<file path="src/rtl/dssc_pkg.sv">
// Package: types, constants and CRC helpers for the disk sector scramble/CRC codec.
package dssc_pkg;

    localparam int unsigned POS_W      = 9;
    localparam logic [7:0]  SCRAMBLE_KEY = 8'hB3;
    localparam logic [15:0] CRC_INIT   = 16'hFFFF;
    localparam logic [POS_W-1:0] HEADER_LEN    = 9'd4;
    localparam logic [POS_W-1:0] CRC_LEN       = 9'd2;
    localparam logic [POS_W-1:0] DATA_LEN_FULL = 9'd256;
    localparam logic [POS_W-1:0] DATA_LEN_HALF = 9'd128;
    localparam logic [1:0]  FMT_HALF   = 2'd2;
    localparam logic [1:0]  FMT_RESET  = 2'd1;

    // result queue
    localparam int unsigned MAX_RES  = 4;
    localparam int unsigned Q_DEPTH  = 8;
    localparam int unsigned Q_PTR_W  = $clog2(Q_DEPTH);
    localparam int unsigned Q_CNT_W  = $clog2(Q_DEPTH + 1);
    localparam int unsigned RES_CNT_W = $clog2(MAX_RES + 1);

    typedef enum logic {
        CMD_DECODE = 1'b0,
        CMD_ENCODE = 1'b1
    } t_command;

    typedef enum logic [1:0] {
        KIND_HEADER = 2'd0,
        KIND_DATA   = 2'd1,
        KIND_CRC    = 2'd2,
        KIND_STATUS = 2'd3
    } t_kind;

    typedef enum logic [1:0] {
        ST_BUSY      = 2'd0,
        ST_OK        = 2'd1,
        ST_CRC_BAD   = 2'd2,
        ST_PROTECTED = 2'd3
    } t_status;

    typedef struct packed {
        logic [7:0] out_byte;
        t_kind      byte_kind;
        t_status    sector_status;
        logic       last_of_sector;
    } t_result;

    // reflected CRC-16 (poly 0x8408) nibble table
    function automatic logic [15:0] crc_nib_tab(input logic [3:0] idx);
        logic [15:0] v;
        unique case (idx)
            4'h0: v = 16'h0000;
            4'h1: v = 16'h1081;
            4'h2: v = 16'h2102;
            4'h3: v = 16'h3183;
            4'h4: v = 16'h4204;
            4'h5: v = 16'h5285;
            4'h6: v = 16'h6306;
            4'h7: v = 16'h7387;
            4'h8: v = 16'h8408;
            4'h9: v = 16'h9489;
            4'hA: v = 16'hA50A;
            4'hB: v = 16'hB58B;
            4'hC: v = 16'hC60C;
            4'hD: v = 16'hD68D;
            4'hE: v = 16'hE70E;
            4'hF: v = 16'hF78F;
            default: v = 16'h0000;
        endcase
        return v;
    endfunction

    // low nibble first, then high nibble
    function automatic logic [15:0] crc_byte(input logic [15:0] crc, input logic [7:0] b);
        logic [15:0] c1;
        logic [15:0] c2;
        c1 = {4'h0, crc[15:4]} ^ crc_nib_tab(crc[3:0] ^ b[3:0]);
        c2 = {4'h0, c1[15:4]} ^ crc_nib_tab(c1[3:0] ^ b[7:4]);
        return c2;
    endfunction

endpackage

</file>
<file path="src/rtl/disk_sector_scramble_crc_codec.sv">
// Top level: byte-serial sector codec with scrambling and nibble-table CRC-16.
//
//  channel  | handshake            | payload
//  ---------+----------------------+----------------------------------------------------
//  input    | i_valid / o_ready    | i_command, i_data_byte, i_first_of_sector
//  result   | o_valid / i_ready    | o_out_byte, o_byte_kind, o_sector_status,
//           |                      | o_last_of_sector
//  config   | i_cfg_we             | i_cfg_wdata (sector_format)
//
// One item is taken per cycle while o_ready is high. Its results (0 to 4) are worked out
// in the same cycle and pushed into an 8-entry result queue; the queue drains one
// result per cycle while i_ready is high. o_ready is high while the queue has room for
// four results, so items that give at most one result stream at one per cycle; a
// stalled output holds off input once more than four results wait. Reset (synchronous,
// active low) empties the queue and restores format 1, position 0 and CRC 0xFFFF.
module disk_sector_scramble_crc_codec (
    input  logic        i_clk,
    input  logic        i_rst_n,
    // input items
    input  logic        i_valid,
    output logic        o_ready,
    input  logic        i_command,
    input  logic [7:0]  i_data_byte,
    input  logic        i_first_of_sector,
    // result items
    output logic        o_valid,
    input  logic        i_ready,
    output logic [7:0]  o_out_byte,
    output logic [1:0]  o_byte_kind,
    output logic [1:0]  o_sector_status,
    output logic        o_last_of_sector,
    // configuration
    input  logic        i_cfg_we,
    input  logic [1:0]  i_cfg_wdata
);
    import dssc_pkg::*;

    // sector state
    logic [1:0]        r_fmt;
    logic [POS_W-1:0]  r_pos,     n_pos;
    logic [15:0]       r_crc,     n_crc;
    logic              r_discard, n_discard;
    logic [7:0]        r_crc_hi,  n_crc_hi;
    logic [7:0]        r_hdr [4];
    logic              w_hdr_we;

    // result queue
    t_result               r_q [Q_DEPTH];
    logic [Q_PTR_W-1:0]    r_wr_ptr;
    logic [Q_PTR_W-1:0]    r_rd_ptr;
    logic [Q_CNT_W-1:0]    r_count;

    t_result               w_res [MAX_RES];
    logic [RES_CNT_W-1:0]  w_nres;

    logic                  w_acc;
    logic                  w_pop;
    logic [POS_W-1:0]      w_pos;
    logic [15:0]           w_crc;
    logic                  w_discard;
    logic [POS_W-1:0]      w_data_end;
    logic [POS_W-1:0]      w_done;
    logic [7:0]            w_clear;
    logic [15:0]           w_crc_upd;
    t_command              w_cmd;
    t_result               w_head;

    assign o_ready = (r_count <= Q_CNT_W'(Q_DEPTH - MAX_RES));
    assign w_acc   = i_valid && o_ready;
    assign o_valid = (r_count != '0);
    assign w_pop   = o_valid && i_ready;

    assign w_head           = r_q[r_rd_ptr];
    assign o_out_byte       = w_head.out_byte;
    assign o_byte_kind      = w_head.byte_kind;
    assign o_sector_status  = w_head.sector_status;
    assign o_last_of_sector = w_head.last_of_sector;

    // a new sector clears position and discard and reloads the CRC init value before the byte is used
    assign w_pos      = i_first_of_sector ? '0 : r_pos;
    assign w_crc      = i_first_of_sector ? CRC_INIT : r_crc;
    assign w_discard  = i_first_of_sector ? 1'b0 : r_discard;
    assign w_data_end = HEADER_LEN + ((r_fmt == FMT_HALF) ? DATA_LEN_HALF : DATA_LEN_FULL);
    assign w_done     = w_data_end + CRC_LEN;
    assign w_cmd      = t_command'(i_command);

    // CRC always runs over clear bytes: header as is, data descrambled on decode
    assign w_clear    = ((w_pos < HEADER_LEN) || (w_cmd == CMD_ENCODE))
                        ? i_data_byte : (i_data_byte ^ SCRAMBLE_KEY);
    assign w_crc_upd  = crc_byte(w_crc, w_clear);

    always_comb begin
        n_pos     = w_pos;
        n_crc     = w_crc;
        n_discard = w_discard;
        n_crc_hi  = r_crc_hi;
        w_hdr_we  = 1'b0;
        w_nres    = '0;
        for (int k = 0; k < MAX_RES; k++) begin
            w_res[k] = '{out_byte: 8'h00, byte_kind: KIND_STATUS,
                         sector_status: ST_BUSY, last_of_sector: 1'b0};
        end

        priority if (w_discard || (w_pos >= w_done)) begin
            // dead bytes: nothing
        end else if (w_pos < HEADER_LEN) begin
            w_hdr_we = 1'b1;
            n_crc    = w_crc_upd;
            n_pos    = w_pos + 1'b1;
            if (w_cmd == CMD_DECODE) begin
                w_res[0] = '{out_byte: i_data_byte, byte_kind: KIND_HEADER,
                             sector_status: ST_BUSY, last_of_sector: 1'b0};
                w_nres   = RES_CNT_W'(1);
            end else if (w_pos == HEADER_LEN - 1'b1) begin
                if (r_hdr[1] != 8'h00) begin
                    n_discard = 1'b1;
                    w_res[0]  = '{out_byte: 8'h00, byte_kind: KIND_STATUS,
                                  sector_status: ST_PROTECTED, last_of_sector: 1'b1};
                    w_nres    = RES_CNT_W'(1);
                end else begin
                    for (int k = 0; k < 3; k++) begin
                        w_res[k] = '{out_byte: r_hdr[k], byte_kind: KIND_HEADER,
                                     sector_status: ST_BUSY, last_of_sector: 1'b0};
                    end
                    w_res[3] = '{out_byte: i_data_byte, byte_kind: KIND_HEADER,
                                 sector_status: ST_BUSY, last_of_sector: 1'b0};
                    w_nres   = RES_CNT_W'(4);
                end
            end
        end else if (w_pos < w_data_end) begin
            n_crc = w_crc_upd;
            n_pos = w_pos + 1'b1;
            if (w_cmd == CMD_DECODE) begin
                w_res[0] = '{out_byte: w_clear, byte_kind: KIND_DATA,
                             sector_status: ST_BUSY, last_of_sector: 1'b0};
                w_nres   = RES_CNT_W'(1);
            end else begin
                w_res[0] = '{out_byte: i_data_byte ^ SCRAMBLE_KEY, byte_kind: KIND_DATA,
                             sector_status: ST_BUSY, last_of_sector: 1'b0};
                w_nres   = RES_CNT_W'(1);
                if (w_pos == w_data_end - 1'b1) begin
                    // trailing CRC, high byte first
                    w_res[1] = '{out_byte: w_crc_upd[15:8], byte_kind: KIND_CRC,
                                 sector_status: ST_BUSY, last_of_sector: 1'b0};
                    w_res[2] = '{out_byte: w_crc_upd[7:0], byte_kind: KIND_CRC,
                                 sector_status: ST_OK, last_of_sector: 1'b1};
                    w_nres   = RES_CNT_W'(3);
                    n_pos    = w_done;
                end
            end
        end else if (w_cmd == CMD_ENCODE) begin
            // encode at a CRC position: ignored
        end else if (w_pos == w_data_end) begin
            n_crc_hi = i_data_byte;
            n_pos    = w_pos + 1'b1;
        end else begin
            w_res[0] = '{out_byte: 8'h00, byte_kind: KIND_STATUS,
                         sector_status: ({r_crc_hi, i_data_byte} == w_crc) ? ST_OK : ST_CRC_BAD,
                         last_of_sector: 1'b1};
            w_nres   = RES_CNT_W'(1);
            n_pos    = w_done;
        end
    end

    // control state
    always_ff @(posedge i_clk) begin
        if (!i_rst_n) begin
            r_fmt     <= FMT_RESET;
            r_pos     <= '0;
            r_crc     <= CRC_INIT;
            r_discard <= 1'b0;
            r_crc_hi  <= 8'h00;
            r_wr_ptr  <= '0;
            r_rd_ptr  <= '0;
            r_count   <= '0;
        end else begin
            if (i_cfg_we) begin
                r_fmt <= i_cfg_wdata;
            end
            if (w_acc) begin
                r_pos     <= n_pos;
                r_crc     <= n_crc;
                r_discard <= n_discard;
                r_crc_hi  <= n_crc_hi;
                r_wr_ptr  <= r_wr_ptr + Q_PTR_W'(w_nres);
            end
            if (w_pop) begin
                r_rd_ptr <= r_rd_ptr + 1'b1;
            end
            r_count <= r_count + (w_acc ? Q_CNT_W'(w_nres) : '0) - Q_CNT_W'(w_pop);
        end
    end

    // payload storage: header bytes and queued results
    always_ff @(posedge i_clk) begin
        if (w_acc && w_hdr_we) begin
            r_hdr[w_pos[1:0]] <= i_data_byte;
        end
        if (w_acc) begin
            for (int k = 0; k < MAX_RES; k++) begin
                if (RES_CNT_W'(k) < w_nres) begin
                    r_q[r_wr_ptr + Q_PTR_W'(k)] <= w_res[k];
                end
            end
        end
    end

    // checks
    a_q_bound: assert property (@(posedge i_clk) disable iff (!i_rst_n)
        r_count <= Q_CNT_W'(Q_DEPTH))
        else $error("result queue overflow");

    a_last_has_status: assert property (@(posedge i_clk) disable iff (!i_rst_n)
        (o_valid && o_last_of_sector) |-> (o_sector_status != ST_BUSY))
        else $error("final result without status");

    a_mid_no_status: assert property (@(posedge i_clk) disable iff (!i_rst_n)
        (o_valid && !o_last_of_sector) |-> (o_sector_status == ST_BUSY))
        else $error("status on a non-final result");

    a_discard_pos: assert property (@(posedge i_clk) disable iff (!i_rst_n)
        r_discard |-> (r_pos == HEADER_LEN))
        else $error("discarded sector moved past header");

    a_pos_bound: assert property (@(posedge i_clk) disable iff (!i_rst_n)
        r_pos <= HEADER_LEN + DATA_LEN_FULL + CRC_LEN)
        else $error("byte position out of range");

endmodule
</file>
<file path="config.mk">
export PLATFORM = sky130hd
export DESIGN_NAME = disk_sector_scramble_crc_codec
export DESIGN_NICKNAME = d
export VERILOG_FILES = /design/src/rtl/dssc_pkg.sv /design/src/rtl/disk_sector_scramble_crc_codec.sv
export SDC_FILE = /design/constraint.sdc
export NUM_CORES = 1
export LEC_CHECK = 0
export ABC_AREA = 0
export BUFFER_PORTS_ARGS = -buffer_cell sky130_fd_sc_hd__buf_2
export CAP_MARGIN = 10
export CELL_PAD_IN_SITES_DETAIL_PLACEMENT = 1
export CELL_PAD_IN_SITES_GLOBAL_PLACEMENT = 1
export CORE_UTILIZATION = 51
export CTS_BUF_LIST = sky130_fd_sc_hd__clkbuf_4 sky130_fd_sc_hd__clkbuf_8
export DETAILED_ROUTE_END_ITERATION = 10
export HOLD_SLACK_MARGIN = 0.05
export PLACE_DENSITY_LB_ADDON = 0.1
export SYNTH_ARGS = -nofsm -noshare
export SYNTH_HDL_FRONTEND = slang
export SYNTH_SLANG_ARGS = --single-unit
export TNS_END_PERCENT = 20
</file>
<file path="constraint.sdc">
create_clock -name i_clk -period 7.01 [get_ports i_clk]
set_clock_uncertainty 0.2 [all_clocks]
set_input_delay 1.402 -clock i_clk [delete_from_list [all_inputs] [get_ports i_clk]]
set_output_delay 1.402 -clock i_clk [all_outputs]
set_load 0.05 [all_outputs]
</file>
; ---- Word level (Yosys, flattened, before mapping)
; Memory sizes are Yosys's and may differ from the RTL's. A register that Yosys moved wholly into a read port is not among the register bits.
; Cells that the tools add are included.
; W data, S select, Z words.
[classes]
n_eq_ne = 5
n_lt_le_gt_ge = 8
addsub = 11
n_reduce_logical = 8
n_bitwise = 9
mux = 65
[ops]
columns = op, count
row1 = $mux W39, 3
row2 = $mux W52, 2
row3 = $mux W9, 9
row4 = $mux W26, 3
row5 = $mux W13, 5
row6 = $mux W16, 4
row7 = $mux W3, 12
row8 = $xor A12 B16 Y16, 2
row9 = $mux W1, 24
row10 = $eq A9 B9 Y1, 2
row11 = $eq A16 B16 Y1, 1
row12 = $add A3 B9 Y9 const A, 1
row13 = $add A9 B1 Y9 const B, 1
row14 = $add A9 B2 Y9 const B, 1
row15 = $eq A9 B2 Y1 const B, 1
row16 = $ge A9 B9 Y1, 1
row17 = $lt A9 B3 Y1 const B, 1
row18 = $lt A9 B9 Y1, 1
row19 = $sub A9 B1 Y9 const B, 1
row20 = $mux W8, 1
row21 = $reduce_bool A8 Y1, 1
row22 = $xor A4 B4 Y4, 2
row23 = $add A3 B1 Y3 const B, 2
row24 = $add A3 B2 Y3 const B, 2
row25 = 14 further kinds, 23
[totals]
rom_bits = 384
n_memories = 4
inputBits = 17
register_bits = 46
ram_bits = 136
[mem_list]
columns = memory, depth, word_bits, read_ports, rd_clocked_by_memory_dff, wr, line
row1 = (name not given), 16, 12, 1, 0, 0, dssc_pkg.sv:50  ; unique case (idx)
row2 = (name not given), 16, 12, 1, 0, 0, dssc_pkg.sv:50
row3 = r_q, 8, 13, 1, 1, 4, disk_sector_scramble_crc_codec.sv:48  ; t_result r_q [Q_DEPTH];
row4 = r_hdr, 4, 8, 3, 0, 1, disk_sector_scramble_crc_codec.sv:44  ; logic [7:0] r_hdr [4];

; ---- Logic depth before layout (Yosys ltp)
; An unclocked memory read counts as a cell.
[depth]
word_depth = 15
ltp_mapped = 21
ltp_nobuf = 15

; ---- Least setup slack after synthesis
; No wires, ideal clock.
[synth_path]
path_type = in2reg
from = in i_first_of_sector
to = reg r_count[2]
path_slack_ns = 1.025
t_arrival_ns = 5.670
n_path_buf = 8
path_stages = 21
path_cell_list = buf_4 > clkbuf_1 > clkbuf_1 > clkbuf_1 > nor2b_1 > ha_1 > and4b_1 > clkbuf_1 > and3_1 > or4_1 > buf_2 > buf_6 > buf_6 > or2_2 > ha_1 > inv_1 > ha_1 > inv_1 > fa_1 > xnor2_1 > and2_1
[synth_between]
elab_chain_len = 10
[synth_rtl]
columns = item, line
row1 = "start, declared", disk_sector_scramble_crc_codec.sv:24  ; input logic i_first_of_sector,
row2 = branches (longest 6 deep; another with $lt A9 B9 Y1), -
row3 = $mux W3 (*), disk_sector_scramble_crc_codec.sv:104  ; priority if (w_discard || (w_pos >= w_done)) begin
row4 = $mux W3 (*), disk_sector_scramble_crc_codec.sv:190  ; r_count <= r_count + (w_acc ? Q_CNT_W'(w_nres) : '0) - Q_CNT_W'(w_pop);
row5 = $add A4 B3 Y4 (*), disk_sector_scramble_crc_codec.sv:190
row6 = $sub A4 B1 Y4 (*), disk_sector_scramble_crc_codec.sv:190
row7 = "end signal, assigned", disk_sector_scramble_crc_codec.sv:190
row8 = "end, declared", disk_sector_scramble_crc_codec.sv:51  ; logic [Q_CNT_W-1:0] r_count;
; Mark *: on every way between the ends.
; A chain may end at the register's enable or synchronous reset.

==> summary.md <==
| Metric | Value |
|---|---|
| Result of the run | finished, final reports clean |
| Final global-route overflow total | 0 |
| PortBufs | 31 |
| Predominant post-synthesis flop cell | sky130_fd_sc_hd__edfxtp_1 |
| Cell area after placement | 11700 um^2 |
| Final clock period utilization by the worst path | 0.792 |
| Clock period minus final worst setup slack | 5.55 ns |
| Vias in the first global route | 10.3k |
| Total routing usage reported by global routing | 0.402 |
| Initial antenna violation count | 1 |
| Path category of the worst min-delay check | register to register |
| Clock Root Buffer | sky130_fd_sc_hd__clkbuf_8 |
| Maximum fanout encountered on the critical timing path | 24 |
| Sink Count | around 180 |
| Share of Yosys cell area claimed by the top area cell type | 0.276 |
| Leading cell types by count after synthesis | sky130_fd_sc_hd__edfxtp_1 (104), sky130_fd_sc_hd__nand2_1 (100), sky130_fd_sc_hd__nor2_1 (94) |
| Setup repair after global routing missed its margin | false |
| Fin area | 12100 um^2 |
| Antenna Violating Nets Remaining | 0 |
| Initial core utilization | 0.519 |
| Share of synthesized registers carrying an async set or reset | 0 |
| Via-to-Cell Ratio | 7.23 |
| Average size of a mapped cell | just under 10 um^2 |
| Synth area leader | sky130_fd_sc_hd__edfxtp_1 |
| Worst stage delay on the critical path | 1.06 ns |
| Clock slew at reported path FFs | 0.12 ns |
| Met2 Resource Use GR | 0.631 |
| Total CTS buffers | 17 |
| Share of final-layout standard cells stronger than drive strength 1 | 0.145 |
| Die area | 22800 um^2 |
| Kind of end point of the critical path | register |
| Maximum clock frequency | 180 MHz |
| Maximum resistive drop on vdd | 0.166 mV |
| Final RePlAce weighted congestion | slightly below 1 |
| Tightest Pin Transition | 1.21 ns |
| Filler cell count in the final layout | 2429 |
| Nets | around 1.2k |
| Overall routed net length | 44700 um |
| Master of the slowest instance on the critical path | sky130_fd_sc_hd__or4_1 |
| Seq cells post-synth | 177 |
| Unique masters post-synth | 78 |
| Final-layout setup total negative slack | 0 ns |
| Detailed placer's ending HPWL | 32300 um |
| Final Core Density | 0.556 |
| Routing layer with the top usage in global route | met2 |
| Number of enable flip-flop cells after synthesis | 104 |
| Sequential area share after synthesis | 0.405 |
| Setup repair bufs after CTS | 0 |
| Yosys Warn Count | 0 |
| Source-to-sink clock delay at the later pin of the worst-skew pair | 0.51 ns |
| Placeable core area | 21800 um^2 |
| Wire length of the first global-routing pass | between 60000 and 70000 um |
| Top cells by area in the synthesized netlist | sky130_fd_sc_hd__edfxtp_1 (28%), sky130_fd_sc_hd__dfxtp_1 (13%), sky130_fd_sc_hd__a221oi_1 (5.3%) |
| Worst-path cell chain | buf_2 > nor2b_1 > ha_1 > a21oi_1 > o21ai_1 > or4_1 > nor3_1 > and2b_1 > or3_1 |
| Max-slew violation count | 0 |
| Leakage | between 4 and 5 nW |
| Cell count after synthesis | about 1.2k |
| Wirelength per Cell | 30.6 um |
| Worst relative slew slack | 0.193 |
| Power Density | 268 nW/um^2 |
| Number of optimization iterations in the first detailed-route pass | 7 |
| Critical setup path kind | primary input to register |
| Post-CTS Resized | 0 |
| Routed vias | between 10k and 15k |
| Number of endpoints failing setup at the final stage | 0 |
| Mapped cell area | 11300 um^2 |
| Area growth from synthesis to layout | 7.20% |
| Endpoint arrival time on the critical path | 5.52 ns |
| DRC Markers | 0 |
| Chip Height | 151 um |
| Data required time at the worst endpoint | 6.98 ns |
| Met3 track demand over resource in global routing | 0.0949 |
| Library cell with the highest instance count after synthesis | sky130_fd_sc_hd__edfxtp_1 |
| Power, Total | 3.25 mW |
| Clock tree from TritonCTS | built |
| Non-Filler Instances | 1460 |
| Maxcap violations | 0 |
| Met1 capacity usage during global routing | 0.525 |
| Die extent in x | 151 um |
| Pin count of the biggest net entering global routing | 49 |
| Placed Cells incl. Taps | 1427 |
| Number of H-tree levels | 4 |
| Total I/O pin count | 32 |
| Syn nets | 1208 |
| Count of hold-fix buffers inserted at cts | 0 |
| Number of buffers between clock root and the deepest sink | 2 |
| Number of hold violations in the final report | 0 |
| Number of rows in the core area | 54 |
| Kind of start point of the critical path | primary input |
| Violation count after the first detailed-routing iteration | 1109 |
[where the power goes]
part	internal (mW)	switching [mW]	total [mW]
Sequential	1.19	0.128	1.32
Clock	0.305	0.463	0.768
Combinational	0.429	0.728	1.16
Total	1.93	1.32	3.25
[metal layers]
metal / share of wire / vias to the layer above
met5: 0.00029 / -
met1: 0.40 / 5240
met3: 0.10 / 123
met4: 0.044 / 2
met2: 0.46 / 648
li1: - / 4539
[state kept, by name (all words and copies together), names as in the netlist, named ones only]
signal and flops:
r_hdr 24, r_count 4, r_fmt 2, r_wr_ptr 3, r_crc_hi 8, r_pos 9
r_q 104, r_crc 16, r_rd_ptr 3, r_discard 1
[cell families (layout without fill, tap and decap cells)]
kind of cell / Yosys count / after routing / share of synthesized area
simple gates: 412 / 412 / 0.190
compound gates: 336 / 336 / 0.210
flops: 177 / 177 / 0.405
buf+inv: 115 / 121 / 0.0430
mux: 59 / 59 / 0.0824
xor+xnor: 56 / 56 / 0.0482
fa+ha+maj: 18 / 18 / 0.0212
other cells: 0 / 1 / 0
[final timing paths]
check	from	end	slack (ns)	cells after the start
setup / recovery	i_first_of_sector	r_q[4][12]	1.46	9
hold reg to reg	r_q[1][0]	r_q[1][0]	0.28	2
setup reg to reg	r_fmt[1]	r_q[4][12]	2.16	9
hold / removal	r_q[1][0]	r_q[1][0]	0.28	2
[cells in the final DEF (no fill, tap or decap), types with 7 or more instances in the layout]
cell / instances
sky130_fd_sc_hd__edfxtp_1: 104
sky130_fd_sc_hd__nand2_1: 100
sky130_fd_sc_hd__nor2_1: 94
sky130_fd_sc_hd__dfxtp_1: 72
sky130_fd_sc_hd__a221oi_1: 68
sky130_fd_sc_hd__a21oi_1: 53
sky130_fd_sc_hd__nand3_1: 50
sky130_fd_sc_hd__o21ai_0: 47
sky130_fd_sc_hd__o22ai_1: 44
sky130_fd_sc_hd__xnor2_1: 39
sky130_fd_sc_hd__buf_4: 33
sky130_fd_sc_hd__buf_2: 31
sky130_fd_sc_hd__nor3_1: 28
sky130_fd_sc_hd__mux4_2: 26
sky130_fd_sc_hd__inv_1: 24
sky130_fd_sc_hd__nor2b_1: 21
sky130_fd_sc_hd__a31oi_1: 21
sky130_fd_sc_hd__a22oi_1: 20
sky130_fd_sc_hd__mux2i_1: 20
sky130_fd_sc_hd__and3_1: 18
sky130_fd_sc_hd__clkbuf_8: 17
sky130_fd_sc_hd__and2_1: 16
sky130_fd_sc_hd__ha_1: 16
sky130_fd_sc_hd__mux2_2: 13
sky130_fd_sc_hd__xor2_1: 13
sky130_fd_sc_hd__nand4_1: 12
sky130_fd_sc_hd__or3_1: 11
sky130_fd_sc_hd__a222oi_1: 11
sky130_fd_sc_hd__nor3_2: 9
sky130_fd_sc_hd__a211oi_1: 9
sky130_fd_sc_hd__a22o_1: 7
[critical path, delay by kind of cell]
kind | cells | cell delay, ns
compound gates | 2 | 0.69
fa+ha+maj | 1 | 0.36
buf+inv | 1 | 0.32
simple gates | 5 | 2.72
[final cells by class]
type	count	area, um^2	share of cell area
clock buffer	17	234	0.0193
sequential	177	4590	0.378
tap	280	350	0.0289
timing repair buffer	64	403	0.0332
antenna	1	2.50	0.000206
multi-input combinational	881	6270	0.517
inverter	25	93.8	0.00774
clock inverter	15	191	0.0158
[stage by stage]
stage,hold slack (ns),setup WS [ns]
after floorplan,0.229,1.03
after global placement,0.250,1.12
after detailed placement,0.272,1.01
after CTS,0.285,1.56
after global routing,0.308,1.23
final,0.283,1.46
(Power assumes the default switching activity.)
